`src/hdl/srd_pkg.sv`:
```
// Package: shared types and constants of the sprite run decoder.
`timescale 1ns / 1ps

package srd_pkg;

    // Stream marker bytes
    localparam logic [7:0] END_MARK  = 8'd255;
    localparam logic [7:0] SKIP_MARK = 8'd254;

    // Configuration register indexes
    localparam logic [1:0] REG_FRAME_WIDTH  = 2'd0;
    localparam logic [1:0] REG_FRAME_HEIGHT = 2'd1;
    localparam logic [1:0] REG_FRAME_COUNT  = 2'd2;

    // Reset values of the configuration registers
    localparam logic [8:0] RST_FRAME_WIDTH  = 9'd32;
    localparam logic [8:0] RST_FRAME_HEIGHT = 9'd40;
    localparam logic [8:0] RST_FRAME_COUNT  = 9'd1;

    // Decoder phases
    localparam logic [1:0] PH_HEADER = 2'd0;
    localparam logic [1:0] PH_DATA   = 2'd1;
    localparam logic [1:0] PH_COUNT  = 2'd2;

    // Clamped configuration as seen by the decoder
    typedef struct packed {
        logic [8:0] width;
        logic [8:0] height;
        logic [8:0] frames;
    } srd_cfg_t;

    // One result item
    typedef struct packed {
        logic [7:0]  frame_index;
        logic [15:0] start_offset;
        logic [16:0] run_length;
        logic [7:0]  run_value;
        logic        frame_end;
        logic        overflow;
    } srd_res_t;

endpackage

```
`src/hdl/srd_if.sv`:
```
// Interfaces: coded byte channel and pixel run channel.
`timescale 1ns / 1ps

interface srd_byte_if;
    logic       valid;
    logic       ready;
    logic [7:0] data_byte;

    modport source (output valid, output data_byte, input ready);
    modport sink   (input valid, input data_byte, output ready);
endinterface

interface srd_run_if;
    logic        valid;
    logic        ready;
    logic [7:0]  frame_index;
    logic [15:0] start_offset;
    logic [16:0] run_length;
    logic [7:0]  run_value;
    logic        frame_end;
    logic        overflow;

    modport source (output valid, output frame_index, output start_offset,
                    output run_length, output run_value, output frame_end,
                    output overflow, input ready);
    modport sink   (input valid, input frame_index, input start_offset,
                    input run_length, input run_value, input frame_end,
                    input overflow, output ready);
endinterface

```
`src/hdl/sprite_rle_run_decoder_core.sv`:
```
// Top level: run-length sprite stream decoder.
`timescale 1ns / 1ps

// Use:
//   in_ch carries one byte of the coded sprite stream per item. Each frame opens
//   with a header byte (whole transparent lines), then data bytes: 255 closes
//   the frame, 254 makes the next byte a transparent count, others are pixels.
//   out_ch carries pixel runs addressed by frame and linear offset; the frame
//   close gives a run of length zero with frame_end set.
//   Clipped runs carry overflow; empty runs and ignored bytes give no item.
//   The config port (cfg_we, cfg_index, cfg_wdata) sets width, height and frame
//   count; write it only while the block is idle.
// Timing:
//   A byte passes the byte register, then one pass of decode logic into the
//   result register. One item per cycle sustained while out_ch takes items;
//   the phase, offset and frame update is a loop through the decode logic.
// Reset:
//   Registers return to width 32, height 40, one frame; decoding restarts at
//   the header of frame 0 with offset 0. Both channels come up empty.
// Stall:
//   With out_ch stalled, the waiting result holds and the byte register takes
//   one more item, after which in_ch ready drops.

module sprite_rle_run_decoder_core #(
    parameter int MAX_WIDTH  = 256,
    parameter int MAX_HEIGHT = 256,
    parameter int MAX_FRAMES = 256
) (
    input  logic             clk,
    input  logic             rst_n,
    srd_byte_if.sink         in_ch,
    srd_run_if.source        out_ch,
    input  logic             cfg_we,
    input  logic [1:0]       cfg_index,
    input  logic [8:0]       cfg_wdata
);

    srd_pkg::srd_cfg_t cfg;
    srd_pkg::srd_res_t res;
    srd_pkg::srd_res_t out_reg;

    logic       in_vld_reg;
    logic [7:0] byte_reg;
    logic       out_vld_reg;
    logic       advance;
    logic       step;
    logic       emit;

    srd_cfg #(
        .MAX_WIDTH  (MAX_WIDTH),
        .MAX_HEIGHT (MAX_HEIGHT),
        .MAX_FRAMES (MAX_FRAMES)
    ) u_cfg (
        .clk       (clk),
        .rst_n     (rst_n),
        .cfg_we    (cfg_we),
        .cfg_index (cfg_index),
        .cfg_wdata (cfg_wdata),
        .cfg       (cfg)
    );

    // Result slot free or being emptied this cycle
    assign advance     = !out_vld_reg || out_ch.ready;
    assign step        = in_vld_reg && advance;
    assign in_ch.ready = !in_vld_reg || advance;

    srd_decode #(
        .MAX_WIDTH  (MAX_WIDTH),
        .MAX_HEIGHT (MAX_HEIGHT)
    ) u_decode (
        .clk       (clk),
        .rst_n     (rst_n),
        .step      (step),
        .data_byte (byte_reg),
        .cfg       (cfg),
        .emit      (emit),
        .res       (res)
    );

    // Byte register
    always_ff @(posedge clk or negedge rst_n)
    begin
        if (!rst_n)
            in_vld_reg <= 1'b0;
        else if (in_ch.ready)
            in_vld_reg <= in_ch.valid;
    end

    always_ff @(posedge clk)
    begin
        if (in_ch.ready && in_ch.valid)
            byte_reg <= in_ch.data_byte;
    end

    // Result register
    always_ff @(posedge clk or negedge rst_n)
    begin
        if (!rst_n)
            out_vld_reg <= 1'b0;
        else if (advance)
            out_vld_reg <= step && emit;
    end

    always_ff @(posedge clk)
    begin
        if (step && emit)
            out_reg <= res;
    end

    assign out_ch.valid        = out_vld_reg;
    assign out_ch.frame_index  = out_reg.frame_index;
    assign out_ch.start_offset = out_reg.start_offset;
    assign out_ch.run_length   = out_reg.run_length;
    assign out_ch.run_value    = out_reg.run_value;
    assign out_ch.frame_end    = out_reg.frame_end;
    assign out_ch.overflow     = out_reg.overflow;

endmodule

```
`src/hdl/srd_cfg.sv`:
```
// Configuration registers with clamping to the supported ranges.
`timescale 1ns / 1ps

module srd_cfg #(
    parameter int MAX_WIDTH  = 256,
    parameter int MAX_HEIGHT = 256,
    parameter int MAX_FRAMES = 256
) (
    input  logic              clk,
    input  logic              rst_n,
    input  logic              cfg_we,
    input  logic [1:0]        cfg_index,
    input  logic [8:0]        cfg_wdata,
    output srd_pkg::srd_cfg_t cfg
);

    // Registers are 9 bits, so no clamped value exceeds 511
    localparam int W_LIM = (MAX_WIDTH  < 511) ? MAX_WIDTH  : 511;
    localparam int H_LIM = (MAX_HEIGHT < 511) ? MAX_HEIGHT : 511;
    localparam int F_LIM = (MAX_FRAMES < 511) ? MAX_FRAMES : 511;

    logic [8:0] width_reg;
    logic [8:0] height_reg;
    logic [8:0] count_reg;

    always_ff @(posedge clk or negedge rst_n)
    begin
        if (!rst_n)
        begin
            width_reg  <= srd_pkg::RST_FRAME_WIDTH;
            height_reg <= srd_pkg::RST_FRAME_HEIGHT;
            count_reg  <= srd_pkg::RST_FRAME_COUNT;
        end
        else if (cfg_we)
        begin
            case (cfg_index)
                srd_pkg::REG_FRAME_WIDTH:  width_reg  <= cfg_wdata;
                srd_pkg::REG_FRAME_HEIGHT: height_reg <= cfg_wdata;
                srd_pkg::REG_FRAME_COUNT:  count_reg  <= cfg_wdata;
                default:                   ;
            endcase
        end
    end

    function automatic logic [8:0] clamp9(input logic [8:0] v, input logic [8:0] hi);
        logic [8:0] r;
        begin
            if (v == 9'd0)
                r = 9'd1;
            else if (v > hi)
                r = hi;
            else
                r = v;
            return r;
        end
    endfunction

    always_comb
    begin
        cfg.width  = clamp9(width_reg,  9'(W_LIM));
        cfg.height = clamp9(height_reg, 9'(H_LIM));
        cfg.frames = clamp9(count_reg,  9'(F_LIM));
    end

endmodule

```
`src/hdl/srd_decode.sv`:
```
// Decoder state and the single-pass byte-to-run logic.
`timescale 1ns / 1ps

module srd_decode #(
    parameter int MAX_WIDTH  = 256,
    parameter int MAX_HEIGHT = 256
) (
    input  logic              clk,
    input  logic              rst_n,
    input  logic              step,
    input  logic [7:0]        data_byte,
    input  srd_pkg::srd_cfg_t cfg,
    output logic              emit,
    output srd_pkg::srd_res_t res
);

    localparam int W_LIM = (MAX_WIDTH  < 511) ? MAX_WIDTH  : 511;
    localparam int H_LIM = (MAX_HEIGHT < 511) ? MAX_HEIGHT : 511;
    // Offset never exceeds the largest area
    localparam int OFF_W = $clog2(W_LIM * H_LIM + 1);

    logic [1:0]       phase_reg,  phase_next;
    logic [OFF_W-1:0] offset_reg, offset_next;
    logic [8:0]       frame_reg,  frame_next;

    logic [16:0]      hdr_len;
    logic [17:0]      area_full;
    logic [OFF_W-1:0] area;
    logic [OFF_W-1:0] left;
    logic [17:0]      req_len;
    logic [17:0]      clip_len;
    logic             clipped;
    logic             run_req;
    logic             fend;
    logic [7:0]       run_val;
    logic [17:0]      off_ext;

    assign hdr_len   = {9'd0, data_byte} * {8'd0, cfg.width};
    assign area_full = {9'd0, cfg.width} * {9'd0, cfg.height};
    assign area      = area_full[OFF_W-1:0];
    assign left      = (offset_reg < area) ? (area - offset_reg) : '0;
    assign clipped   = req_len > 18'(left);
    assign clip_len  = clipped ? 18'(left) : req_len;
    assign off_ext   = 18'(offset_reg);

    always_comb
    begin
        phase_next = phase_reg;
        frame_next = frame_reg;
        run_req    = 1'b0;
        fend       = 1'b0;
        req_len    = '0;
        run_val    = '0;
        if (frame_reg < cfg.frames)
        begin
            case (phase_reg)
                srd_pkg::PH_HEADER:
                begin
                    phase_next = srd_pkg::PH_DATA;
                    run_req    = 1'b1;
                    req_len    = 18'(hdr_len);
                end
                srd_pkg::PH_COUNT:
                begin
                    phase_next = srd_pkg::PH_DATA;
                    run_req    = 1'b1;
                    req_len    = 18'(data_byte);
                end
                srd_pkg::PH_DATA:
                begin
                    if (data_byte == srd_pkg::END_MARK)
                    begin
                        fend       = 1'b1;
                        phase_next = srd_pkg::PH_HEADER;
                        frame_next = frame_reg + 9'd1;
                    end
                    else if (data_byte == srd_pkg::SKIP_MARK)
                        phase_next = srd_pkg::PH_COUNT;
                    else
                    begin
                        run_req = 1'b1;
                        req_len = 18'd1;
                        run_val = data_byte;
                    end
                end
                default:
                    phase_next = srd_pkg::PH_HEADER;
            endcase
        end
    end

    always_comb
    begin
        if (fend)
            offset_next = '0;
        else if (run_req)
            offset_next = offset_reg + clip_len[OFF_W-1:0];
        else
            offset_next = offset_reg;
    end

    assign emit = fend || (run_req && (clip_len != 18'd0));

    always_comb
    begin
        res.frame_index  = frame_reg[7:0];
        res.start_offset = off_ext[15:0];
        res.run_length   = fend ? 17'd0 : clip_len[16:0];
        res.run_value    = fend ? 8'd0 : run_val;
        res.frame_end    = fend;
        res.overflow     = !fend && run_req && clipped;
    end

    always_ff @(posedge clk or negedge rst_n)
    begin
        if (!rst_n)
        begin
            phase_reg  <= srd_pkg::PH_HEADER;
            offset_reg <= '0;
            frame_reg  <= '0;
        end
        else if (step)
        begin
            phase_reg  <= phase_next;
            offset_reg <= offset_next;
            frame_reg  <= frame_next;
        end
    end

endmodule

```
`src/flat_wrapper.sv`:
```
// flat-port wrapper written by rule: the top's interface ports become plain ports
module sprite_rle_run_decoder_core_flat 
#(
    parameter int MAX_WIDTH  = 256,
    parameter int MAX_HEIGHT = 256,
    parameter int MAX_FRAMES = 256
)
  (clk, rst_n, cfg_we, cfg_index, cfg_wdata, in_ch_valid, in_ch_data_byte, in_ch_ready, out_ch_valid, out_ch_frame_index, out_ch_start_offset, out_ch_run_length, out_ch_run_value, out_ch_frame_end, out_ch_overflow, out_ch_ready);
  srd_byte_if in_ch_i ();
  srd_run_if out_ch_i ();
  input  logic clk;
  input  logic rst_n;
  input  logic cfg_we;
  input  logic [1:0] cfg_index;
  input  logic [8:0] cfg_wdata;
  input wire logic [$bits(in_ch_i.valid)-1:0] in_ch_valid;
  input wire logic [$bits(in_ch_i.data_byte)-1:0] in_ch_data_byte;
  output wire logic [$bits(in_ch_i.ready)-1:0] in_ch_ready;
  output wire logic [$bits(out_ch_i.valid)-1:0] out_ch_valid;
  output wire logic [$bits(out_ch_i.frame_index)-1:0] out_ch_frame_index;
  output wire logic [$bits(out_ch_i.start_offset)-1:0] out_ch_start_offset;
  output wire logic [$bits(out_ch_i.run_length)-1:0] out_ch_run_length;
  output wire logic [$bits(out_ch_i.run_value)-1:0] out_ch_run_value;
  output wire logic [$bits(out_ch_i.frame_end)-1:0] out_ch_frame_end;
  output wire logic [$bits(out_ch_i.overflow)-1:0] out_ch_overflow;
  input wire logic [$bits(out_ch_i.ready)-1:0] out_ch_ready;
  assign in_ch_i.valid = in_ch_valid;
  assign in_ch_i.data_byte = in_ch_data_byte;
  assign in_ch_ready = in_ch_i.ready;
  assign out_ch_valid = out_ch_i.valid;
  assign out_ch_frame_index = out_ch_i.frame_index;
  assign out_ch_start_offset = out_ch_i.start_offset;
  assign out_ch_run_length = out_ch_i.run_length;
  assign out_ch_run_value = out_ch_i.run_value;
  assign out_ch_frame_end = out_ch_i.frame_end;
  assign out_ch_overflow = out_ch_i.overflow;
  assign out_ch_i.ready = out_ch_ready;
  sprite_rle_run_decoder_core #(.MAX_WIDTH(MAX_WIDTH), .MAX_HEIGHT(MAX_HEIGHT), .MAX_FRAMES(MAX_FRAMES)) u_core (.clk(clk), .rst_n(rst_n), .in_ch(in_ch_i), .out_ch(out_ch_i), .cfg_we(cfg_we), .cfg_index(cfg_index), .cfg_wdata(cfg_wdata));
endmodule
```
`config.mk`:
```
export PLATFORM = sky130hd
export DESIGN_NAME = sprite_rle_run_decoder_core_flat
export DESIGN_NICKNAME = d
export VERILOG_FILES = /design/src/hdl/srd_pkg.sv /design/src/hdl/srd_if.sv /design/src/hdl/sprite_rle_run_decoder_core.sv /design/src/hdl/srd_cfg.sv /design/src/hdl/srd_decode.sv /design/src/flat_wrapper.sv
export SDC_FILE = /design/constraint.sdc
export NUM_CORES = 1
export LEC_CHECK = 0
export ABC_AREA = 0
export BUFFER_PORTS_ARGS = -buffer_cell sky130_fd_sc_hd__buf_2
export CORE_ASPECT_RATIO = 1.2
export CORE_MARGIN = 2
export CORE_UTILIZATION = 25
export CTS_CLUSTER_DIAMETER = 40
export DETAILED_ROUTE_END_ITERATION = 6
export PLACE_DENSITY_LB_ADDON = 0.1
export SYNTH_ARGS = -nofsm -noshare
export SYNTH_HDL_FRONTEND = slang
export SYNTH_SLANG_ARGS = --single-unit
```
`constraint.sdc`:
```
create_clock -name clk -period 11.6 [get_ports clk]
set_input_delay 0 -clock clk [delete_from_list [all_inputs] [get_ports clk]]
set_output_delay 0 -clock clk [all_outputs]
set_load 0.005 [all_outputs]
```
==> results of run 1 <==
## routing by layer
metal,wire length [microns],vias up,GRT usage,part of all wire
li1,-,4653,-,-
met1,16200,4487,0.188,0.45
met2,18300,128,0.268,0.51
met3,724,35,0.0216,0.020
met4,897,0,0.0486,0.025
met5,0,-,0,0
## final cells by class
cell class                 instances  area, sq um  area share
multi-input combinational        984         8110       0.569
sequential                       116         3200       0.225
timing repair buffer             142          941      0.0660
tap                              630          788      0.0553
inverter                         169          637      0.0447
clock buffer                      18          429      0.0301
clock inverter                    14          146      0.0103
## kinds of logic (layout without fill, tap and decap cells)
kind of cell,Yosys count,in the layout,synth area share
AND/OR/NAND/NOR,468,468,0.192
adder cells (fa/ha/maj),226,226,0.292
buffers and inverters,214,343,0.0699
AO/OA/AOI/OAI,201,201,0.110
flip-flops,116,116,0.265
XOR/XNOR,54,54,0.0392
multiplexers,35,35,0.0319
## Yosys cell counts (all sizes together) (6+ instances only)
library cell | n | area share
nand2 | 128 | 0.040
nand4 | 12 | 0.0062
and2 | 63 | 0.033
or2 | 8 | 0.0044
ha | 133 | 0.14
or3 | 8 | 0.0041
buf | 12 | 0.0069
edfxtp | 59 | 0.15
o21bai | 6 | 0.0037
clkbuf | 33 | 0.010
o21ai | 56 | 0.024
xnor2 | 34 | 0.025
o21a | 13 | 0.0081
a21o | 16 | 0.0099
dfrtp | 53 | 0.11
nor2 | 125 | 0.041
nor2b | 21 | 0.011
xor2 | 20 | 0.015
nor4 | 7 | 0.0041
fa | 93 | 0.15
mux2i | 7 | 0.0058
nand3 | 33 | 0.015
a21oi | 43 | 0.019
a211oi | 15 | 0.0093
o211ai | 6 | 0.0037
a31oi | 6 | 0.0031
mux2 | 28 | 0.026
o31ai | 7 | 0.0044
nand2b | 21 | 0.011
nor3 | 24 | 0.010
inv | 166 | 0.052
## worst reg2reg max path, delay by kind of cell, from the launching register on
kind                       cells  cell delay (ns)
xor gates and xnor gates       2             0.32
DFF                            1             0.41
AOI/OAI and AO/OA             17             3.24
adders and majority gates     10             3.45
and+or+nand+nor               15             2.50
buffers and inverters          8             0.80
## cells in the final DEF, fill, tap and decap left out, types with 16 or more instances in the layout
cell	synthesis	routed
o21ai_0	49	48
nor3_1	23	23
buf_4	0	44
fa_1	93	93
a21oi_1	40	37
xnor2_1	34	34
nor2b_1	21	21
inv_1	165	165
buf_2	7	76
ha_1	133	132
mux2_2	28	28
and2_1	63	63
nor2_1	122	121
dlygate4sd3_1	0	21
dfrtp_1	53	52
a21o_1	16	16
xor2_1	20	20
nand2_1	128	128
edfxtp_1	59	59
nand2b_1	21	21
clkbuf_16	0	17
nand3_1	31	31
## metrics by stage
stage	cells	util
after floorplan	1314	-
after CTS	2071	0.296
after global placement	2016	0.279
final	2073	0.298
after detailed placement	2016	0.279
after global routing	2073	0.298
## repair_timing
action                                 4_1_cts  5_1_grt
buffers inserted                             2        2
hold buffers                                21        0
gates resized for setup                      0       15
setup endpoints to repair                    1        9
pin swaps                                    1        2
endpoints found under the hold margin       90        0
## final timing paths
check	from	endpoint
min in group asynchronous	rst_n	u_core.u_cfg.count_reg[3]
setup / recovery	u_core.u_cfg.height_reg[6]	u_core.u_decode.offset_reg[16]
hold reg to reg	u_core.u_decode.frame_reg[8]	u_core.u_decode.frame_reg[8]
setup reg to reg	u_core.u_cfg.height_reg[6]	u_core.u_decode.offset_reg[16]
max in group asynchronous	rst_n	u_core.u_cfg.width_reg[8]
hold / removal	cfg_index[1]	u_core.u_cfg.width_reg[8]
==> impl_metrics.env, run 1 <==
export IMPL_critical_path_class="reg2reg"
export IMPL_io_pins=77
export IMPL_placed_cell_area_sq_mm=0.0134
export IMPL_clock_latency_ns=0.44
export IMPL_drv_cap=0
export IMPL_grt_pass1_vias=10000
export IMPL_design_core_area_sq_mm=0.0479
export IMPL_worst_pin_slew_ns=1.03
export IMPL_cp_slowest_cell="fa_1"
export IMPL_crit_required_ns=11.93
export IMPL_async_flop_share=0.491
export IMPL_antenna_found_initial=0
export IMPL_status="finished, final reports clean"
export IMPL_drc_errors=0
export IMPL_area_growth_pct=18.1
export IMPL_antenna_left=0
export IMPL_dp_hpwl_microns=29700
export IMPL_stdcell_area_sq_mm=0.0143
export IMPL_hold_violations=0
export IMPL_max_stage_delay_ns=0.54
export IMPL_finalHoldWorstSlack_ns=0.0601
export IMPL_post_place_ws_ns=-0.0851
export IMPL_end_kind="flip-flop"
export IMPL_final_layout_size_suffix_gt1_frac=0.153
export IMPL_h_tree_depth=4
export IMPL_finalCritPeriodShare=0.930
export IMPL_max_freq_mhz=92.6
export IMPL_wl_per_cell_microns=17.4
export IMPL_ys_warn_count=0
export IMPL_layout_min_cycle_time_ns=10.79
export IMPL_vias_per_cell=4.49
export IMPL_cts_root_buffer="clkbuf_16"
export IMPL_syn_inst=1314
export IMPL_reg2regPathDepth=52
export IMPL_diodes=0
export IMPL_overflow=0
export IMPL_num_nets_final=1680
export IMPL_final_setup_skew_ns=0.0171
export IMPL_fillers=5123
export IMPL_critPathLaunchType="flip-flop"
export IMPL_vias=9303
export IMPL_crit_fanout=7
export IMPL_path_clk_slew_ns=0.06
export IMPL_yosysSeqAreaShare=0.265
export IMPL_first_iter_violations=365
export IMPL_crit_path_frequent_cell="ha_1"
export IMPL_cts_inserted_buffers=17
export IMPL_synthesis_area_sq_mm=0.0121
export IMPL_worst_path_buf_inv=8
export IMPL_synth_cell_types=75
export IMPL_cts_sinks=116
export IMPL_cp_depth=52
export IMPL_layout_setup_ws_ns=0.807
export IMPL_synth_top_flop_cell="edfxtp_1"
export IMPL_start_util=0.252
export IMPL_slew_violations=0
export IMPL_hp_class="in2reg"
export IMPL_rows=88
export IMPL_dieArea_sq_mm=0.0501
export IMPL_r2r_setup_slack_ns=0.81
export IMPL_first_pass_iters=4
export IMPL_grt_pass1_wl_microns=57700
export IMPL_cts_tree="yes"
export IMPL_io_buffers=76
export IMPL_clockBufferDepth=2
export IMPL_grtUsageTotal=0.151
export IMPL_relSlewSlack=0.308
export IMPL_worstHoldPathCells=4
export IMPL_crit_family="adder cells"
export IMPL_die_x_microns=205
export IMPL_setup_tns_ns=0
export IMPL_synth_edf_count=59
export IMPL_drt_total_wl_microns=36100
export IMPL_syn_num_nets=1564
export IMPL_syn_area_per_cell_sq_um=9.19
export IMPL_worstPathArrival_ns=11.12
export IMPL_setup_viol=0
export IMPL_grt_max_degree=58
export IMPL_place_congestion=0.853
export IMPL_synth_seq_cells=116
export IMPL_die_h_microns=245
Power of run 1 is not shown: default switching activity piles up to over one toggle a cycle in this logic, so the estimate is an artifact.
==> run 2: changes to the inputs <==
--- a/config.mk
+++ b/config.mk
@@ -9,7 +9,7 @@
 export BUFFER_PORTS_ARGS = -buffer_cell sky130_fd_sc_hd__buf_2
 export CORE_ASPECT_RATIO = 1.2
 export CORE_MARGIN = 2
-export CORE_UTILIZATION = 25
+export CORE_UTILIZATION = 50
 export CTS_CLUSTER_DIAMETER = 40
 export DETAILED_ROUTE_END_ITERATION = 6
 export PLACE_DENSITY_LB_ADDON = 0.1
==> run 2 against run 1 <==
Against the previous run: non-clock buffer count decreased by 6; via count up 4.1%; setup slack got worse by 0.13 ns; critical endpoint unchanged; first-iteration DRC count up 54%.
==> impl_metrics.env, run 2 (synthesis results as in run 1) <==
export IMPL_status="finished, final reports clean"
export IMPL_crit_path_frequent_cell="ha_1"
export IMPL_max_stage_delay_ns=0.55
export IMPL_grt_busiest_layer="met2"
export IMPL_reg2regPathDepth=54
export IMPL_grtUsageTotal=0.266
export IMPL_first_pass_iters=7
export IMPL_crit_fanout=11
export IMPL_overflow=0
export IMPL_finalCritPeriodShare=0.942
export IMPL_hp_class="in2reg"
export IMPL_io_buffers=76
export IMPL_drv_cap=0
export IMPL_design_core_area_sq_mm=0.0238
export IMPL_post_place_ws_ns=0.00818
export IMPL_wl_per_cell_microns=18.5
export IMPL_cp_slowest_cell="fa_1"
export IMPL_max_freq_mhz=91.5
export IMPL_layout_min_cycle_time_ns=10.93
export IMPL_setup_viol=0
export IMPL_placed_cell_area_sq_mm=0.0129
export IMPL_die_x_microns=146
export IMPL_layout_common_cells="inv_1, ha_1, nand2_1"
export IMPL_hold_violations=0
export IMPL_start_util=0.507
export IMPL_end_kind="flip-flop"
export IMPL_worstPathArrival_ns=11.23
export IMPL_layout_setup_ws_ns=0.675
export IMPL_drt_total_wl_microns=32500
export IMPL_path_clk_slew_ns=0.05
export IMPL_relSlewSlack=0.309
export IMPL_stdcell_area_sq_mm=0.0138
export IMPL_clockBufferDepth=2
export IMPL_vias=9687
export IMPL_dp_hpwl_microns=25800
export IMPL_use_met1=0.343
export IMPL_grtUsageMet2=0.467
export IMPL_dieArea_sq_mm=0.0254
export IMPL_final_common_cell="inv_1"
export IMPL_worstHoldPathCells=4
export IMPL_met3_usage=0.0297
export IMPL_io_pins=77
export IMPL_slew_violations=0
export IMPL_layout_cells_non_filler=1757
export IMPL_cts_sinks=116
export IMPL_diodes=0
export IMPL_die_h_microns=174
export IMPL_vias_per_cell=5.51
export IMPL_utilization=0.581
export IMPL_antenna_found_initial=0
export IMPL_drc_errors=0
export IMPL_final_layout_size_suffix_gt1_frac=0.148
export IMPL_area_growth_pct=14.7
export IMPL_cts_inserted_buffers=17
export IMPL_h_tree_depth=4
export IMPL_clock_latency_ns=0.42
export IMPL_critPathLaunchType="flip-flop"
export IMPL_critical_path_class="reg2reg"
export IMPL_grt_pass1_vias=9745
export IMPL_first_iter_violations=563
export IMPL_place_congestion=0.950
export IMPL_antenna_left=0
export IMPL_rows=62
export IMPL_final_setup_skew_ns=0.00733
export IMPL_post_place_cells=1697
export IMPL_cts_root_buffer="clkbuf_16"
export IMPL_crit_required_ns=11.90
export IMPL_grt_max_degree=58
export IMPL_worst_pin_slew_ns=1.04
export IMPL_cts_tree="yes"
export IMPL_grt_pass1_wl_microns=52500
export IMPL_num_nets_final=1674
[run 2: worst paths after layout]
path                                              startpoint                             end  slack [ns]
min in group asynchronous                              rst_n    u_core.u_decode.frame_reg[3]        0.30
worst max register to register    u_core.u_cfg.height_reg[6]  u_core.u_decode.offset_reg[16]        0.67
worst min register to register  u_core.u_decode.frame_reg[5]    u_core.out_ch.frame_index[5]        0.50
worst max-delay path              u_core.u_cfg.height_reg[6]  u_core.u_decode.offset_reg[16]        0.67
worst min-delay path                            cfg_index[1]       u_core.u_cfg.width_reg[8]        0.10
max in group asynchronous                              rst_n      u_core.u_cfg.height_reg[8]       10.80
[run 2: metrics by stage]
stage	TNS [ns]	hold slack (ns)
finish	0	0.102
global route	-0.0596	0.119
CTS	0	0.0783
detailed placement	0	0.178
global placement	0	0.178
floorplan	0	-0.296
[run 2: worst max-delay path: cells and delay by family (launching register included)]
kind / cells / cell delay, ns
AO/OA/AOI/OAI: 19 / 3.62
adder cells (fa/ha/maj): 10 / 3.45
buffers and inverters: 9 / 1.00
XOR/XNOR: 2 / 0.24
flip-flops: 1 / 0.41
AND/OR/NAND/NOR: 14 / 2.04
[run 2: area by class of cell]
type / count / area (sq um)
clock buffers: 25 / 538
clock inverters: 7 / 65.1
fillers: 2143 / 9970
inverters: 169 / 637
multi-input cells: 984 / 8110
flip-flops and latches: 116 / 3200
well taps: 320 / 400
repair buffers: 136 / 896
[run 2: layer usage]
| metal | vias to the layer above | wire [microns] |
|---|---|---|
| met2 | 260 | 16500 |
| met3 | 46 | 1240 |
| li1 | 4654 | - |
| met5 | - | 0 |
| met1 | 4727 | 13900 |
| met4 | 0 | 819 |
[run 2: timing repair]
item / 4_1_cts / 5_1_grt
setup endpoints to repair: 1 / 8
hold buffers: 21 / 0
buffers inserted: 0 / 7
pin swaps: 0 / 3
endpoints found under the hold margin: 90 / 0
cloned: 0 / 0
resized for setup: 1 / 13
Power of run 2 is left out for the same reason.
==> run 3: changes to the inputs <==
--- a/config.mk
+++ b/config.mk
@@ -5,12 +5,13 @@
 export SDC_FILE = /design/constraint.sdc
 export NUM_CORES = 1
 export LEC_CHECK = 0
-export ABC_AREA = 0
+export ABC_AREA = 1
 export BUFFER_PORTS_ARGS = -buffer_cell sky130_fd_sc_hd__buf_2
 export CORE_ASPECT_RATIO = 1.2
 export CORE_MARGIN = 2
 export CORE_UTILIZATION = 50
 export CTS_CLUSTER_DIAMETER = 40
+export CTS_CLUSTER_SIZE = 40
 export DETAILED_ROUTE_END_ITERATION = 6
 export PLACE_DENSITY_LB_ADDON = 0.1
 export SYNTH_ARGS = -nofsm -noshare
==> run 3 against run 2 <==
Against the previous run: clock skew rose by 0.0030 ns; count of clock-buffer cells in the layout decreased by 7; register-to-register slack improved by 0.19 ns; non-clock buffer count decreased by 33; wire length grew 0.73%; final cell count rose by 18%; core utilization shrank 1.4 points; critical path depth is 2 lower; sequential cell count stayed put.
==> impl_metrics.env, run 3 <==
export IMPL_die_x_microns=148
export IMPL_path_clk_slew_ns=0.06
export IMPL_max_freq_mhz=93.2
export IMPL_yosysTopAreaCell="fa_1"
export IMPL_syn_num_nets=1881
export IMPL_crit_fanout=17
export IMPL_netlist_top_cells_area="fa_1, edfxtp_1, ha_1"
export IMPL_drc_errors=0
export IMPL_async_flop_share=0.491
export IMPL_grt_pass1_wl_microns=52900
export IMPL_antenna_left=0
export IMPL_synth_commonest_cells="nand2_1, inv_1, nor2_1, ha_1, fa_1"
export IMPL_cts_inserted_buffers=17
export IMPL_synthesis_area_sq_mm=0.0125
export IMPL_final_common_cell="nand2_1"
export IMPL_relSlewSlack=0.305
export IMPL_drt_total_wl_microns=32700
export IMPL_ys_warn_count=0
export IMPL_grt_pass1_vias=10400
export IMPL_grtUsageTotal=0.261
export IMPL_synth_top_area_share=0.149
export IMPL_synth_seq_cells=116
export IMPL_end_kind="flip-flop"
export IMPL_vias_per_cell=5.09
export IMPL_dp_hpwl_microns=26800
export IMPL_design_core_area_sq_mm=0.0246
export IMPL_die_h_microns=177
export IMPL_crit_family="adder cells"
export IMPL_stdcell_area_sq_mm=0.0139
export IMPL_cts_sinks=116
export IMPL_dieArea_sq_mm=0.0262
export IMPL_max_stage_delay_ns=0.61
export IMPL_io_buffers=76
export IMPL_slew_violations=0
export IMPL_layout_min_cycle_time_ns=10.73
export IMPL_cp_slowest_cell="dfrtp_1"
export IMPL_hold_violations=0
export IMPL_finalCritPeriodShare=0.925
export IMPL_grt_max_degree=58
export IMPL_start_util=0.507
export IMPL_synth_top_flop_cell="edfxtp_1"
export IMPL_final_layout_size_suffix_gt1_frac=0.0997
export IMPL_critical_path_class="reg2reg"
export IMPL_fillers=2386
export IMPL_rows=63
export IMPL_h_tree_depth=4
export IMPL_antenna_found_initial=0
export IMPL_crit_path_frequent_cell="inv_1"
export IMPL_synth_cell_types=50
export IMPL_syn_area_per_cell_sq_um=7.65
export IMPL_io_pins=77
export IMPL_post_cts_buffers=0
export IMPL_yosysSeqAreaShare=0.257
export IMPL_layout_common_cells="nand2_1, inv_1, nor2_1"
export IMPL_clockBufferDepth=2
export IMPL_post_synth_top_count_cell="nand2_1"
export IMPL_worstPathArrival_ns=11.04
export IMPL_drv_cap=0
export IMPL_critPathLaunchType="flip-flop"
export IMPL_worst_pin_slew_ns=1.04
export IMPL_wl_per_cell_microns=15.8
export IMPL_first_pass_iters=5
export IMPL_setup_tns_ns=0
export IMPL_overflow=0
export IMPL_crit_required_ns=11.91
export IMPL_synth_edf_count=59
export IMPL_worst_path_buf_inv=12
export IMPL_hp_class="in2reg"
export IMPL_final_setup_skew_ns=0.0103
export IMPL_cts_tree="yes"
export IMPL_cts_root_buffer="clkbuf_16"
export IMPL_diodes=0
export IMPL_first_iter_violations=484
export IMPL_placed_cell_area_sq_mm=0.0132
export IMPL_setup_viol=0
export IMPL_syn_inst=1631
export IMPL_status="finished, final reports clean"
export IMPL_vias=10600
export IMPL_clock_latency_ns=0.43
export IMPL_area_growth_pct=11.8
export IMPL_rsz0062_at_grt="false"
export IMPL_num_nets_final=1983
export IMPL_place_congestion=0.923
==> run 3: logic make-up (layout without fill, tap and decap cells) <==
family,Yosys count,count (layout),synth area share
compound gates,157,157,0.0691
xor+xnor,42,42,0.0295
fa+ha+maj,226,226,0.283
buf+inv,369,484,0.115
flops,116,116,0.257
mux,1,1,0.000903
simple gates,720,720,0.246
==> run 3: final cells by class <==
type | count | area, sq um | area share
clock buffers | 18 | 439 | 0.0315
flip-flops and latches | 116 | 3200 | 0.230
well taps | 325 | 407 | 0.0292
clock inverters | 14 | 105 | 0.00754
inverters | 349 | 1320 | 0.0943
multi-input cells | 1146 | 7850 | 0.563
repair buffers | 103 | 631 | 0.0452
==> run 3: routing by layer <==
layer | global-route usage | vias to the layer above | part of all wire
li1 | - | 5293 | -
met1 | 0.322 | 4903 | 0.42
met2 | 0.436 | 280 | 0.48
met3 | 0.0418 | 74 | 0.045
met4 | 0.143 | 0 | 0.055
met5 | 0 | - | 0
==> run 3: repair_timing <==
item,CTS,global route
hold buffers,19,0
endpoints found under the setup margin,0,4
resized for setup,0,2
endpoints found under the hold margin,90,0
==> run 3: worst paths after layout <==
path / startpoint / slack, ns / cells past startpoint / to
worst max-delay path: u_core.u_cfg.width_reg[8] / 0.87 / 52 / u_core.u_decode.offset_reg[12]
worst min-delay path: in_ch_valid / 0.04 / 3 / u_core.in_vld_reg
worst max register to register: u_core.u_cfg.width_reg[8] / 0.87 / 52 / u_core.u_decode.offset_reg[12]
worst min register to register: u_core.u_decode.frame_reg[8] / 0.47 / 1 / u_core.u_decode.frame_reg[8]
max in group asynchronous: rst_n / 10.79 / 3 / u_core.u_cfg.count_reg[5]
min in group asynchronous: rst_n / 0.24 / 3 / u_core.u_decode.phase_reg[0]
==> run 3: tightest hold or removal path, cell delays in order <==
cell and delay [ns]:
buf_2 0.11, nand2_1 0.18, nand2_1 0.13
==> run 3: stage by stage <==
| step | utilization | hold WS [ns] | setup slack, ns | instances |
|---|---|---|---|---|
| floorplan | - | -0.296 | 2.55 | 1631 |
| global placement | 0.537 | 0.177 | 0.997 | 2020 |
| detailed placement | 0.537 | 0.179 | 0.824 | 2020 |
| CTS | 0.567 | 0.0176 | 0.799 | 2071 |
| global route | 0.567 | 0.0753 | 0.00270 | 2071 |
| finish | 0.567 | 0.0386 | 0.869 | 2071 |
Power of run 3 is left out for the same reason.
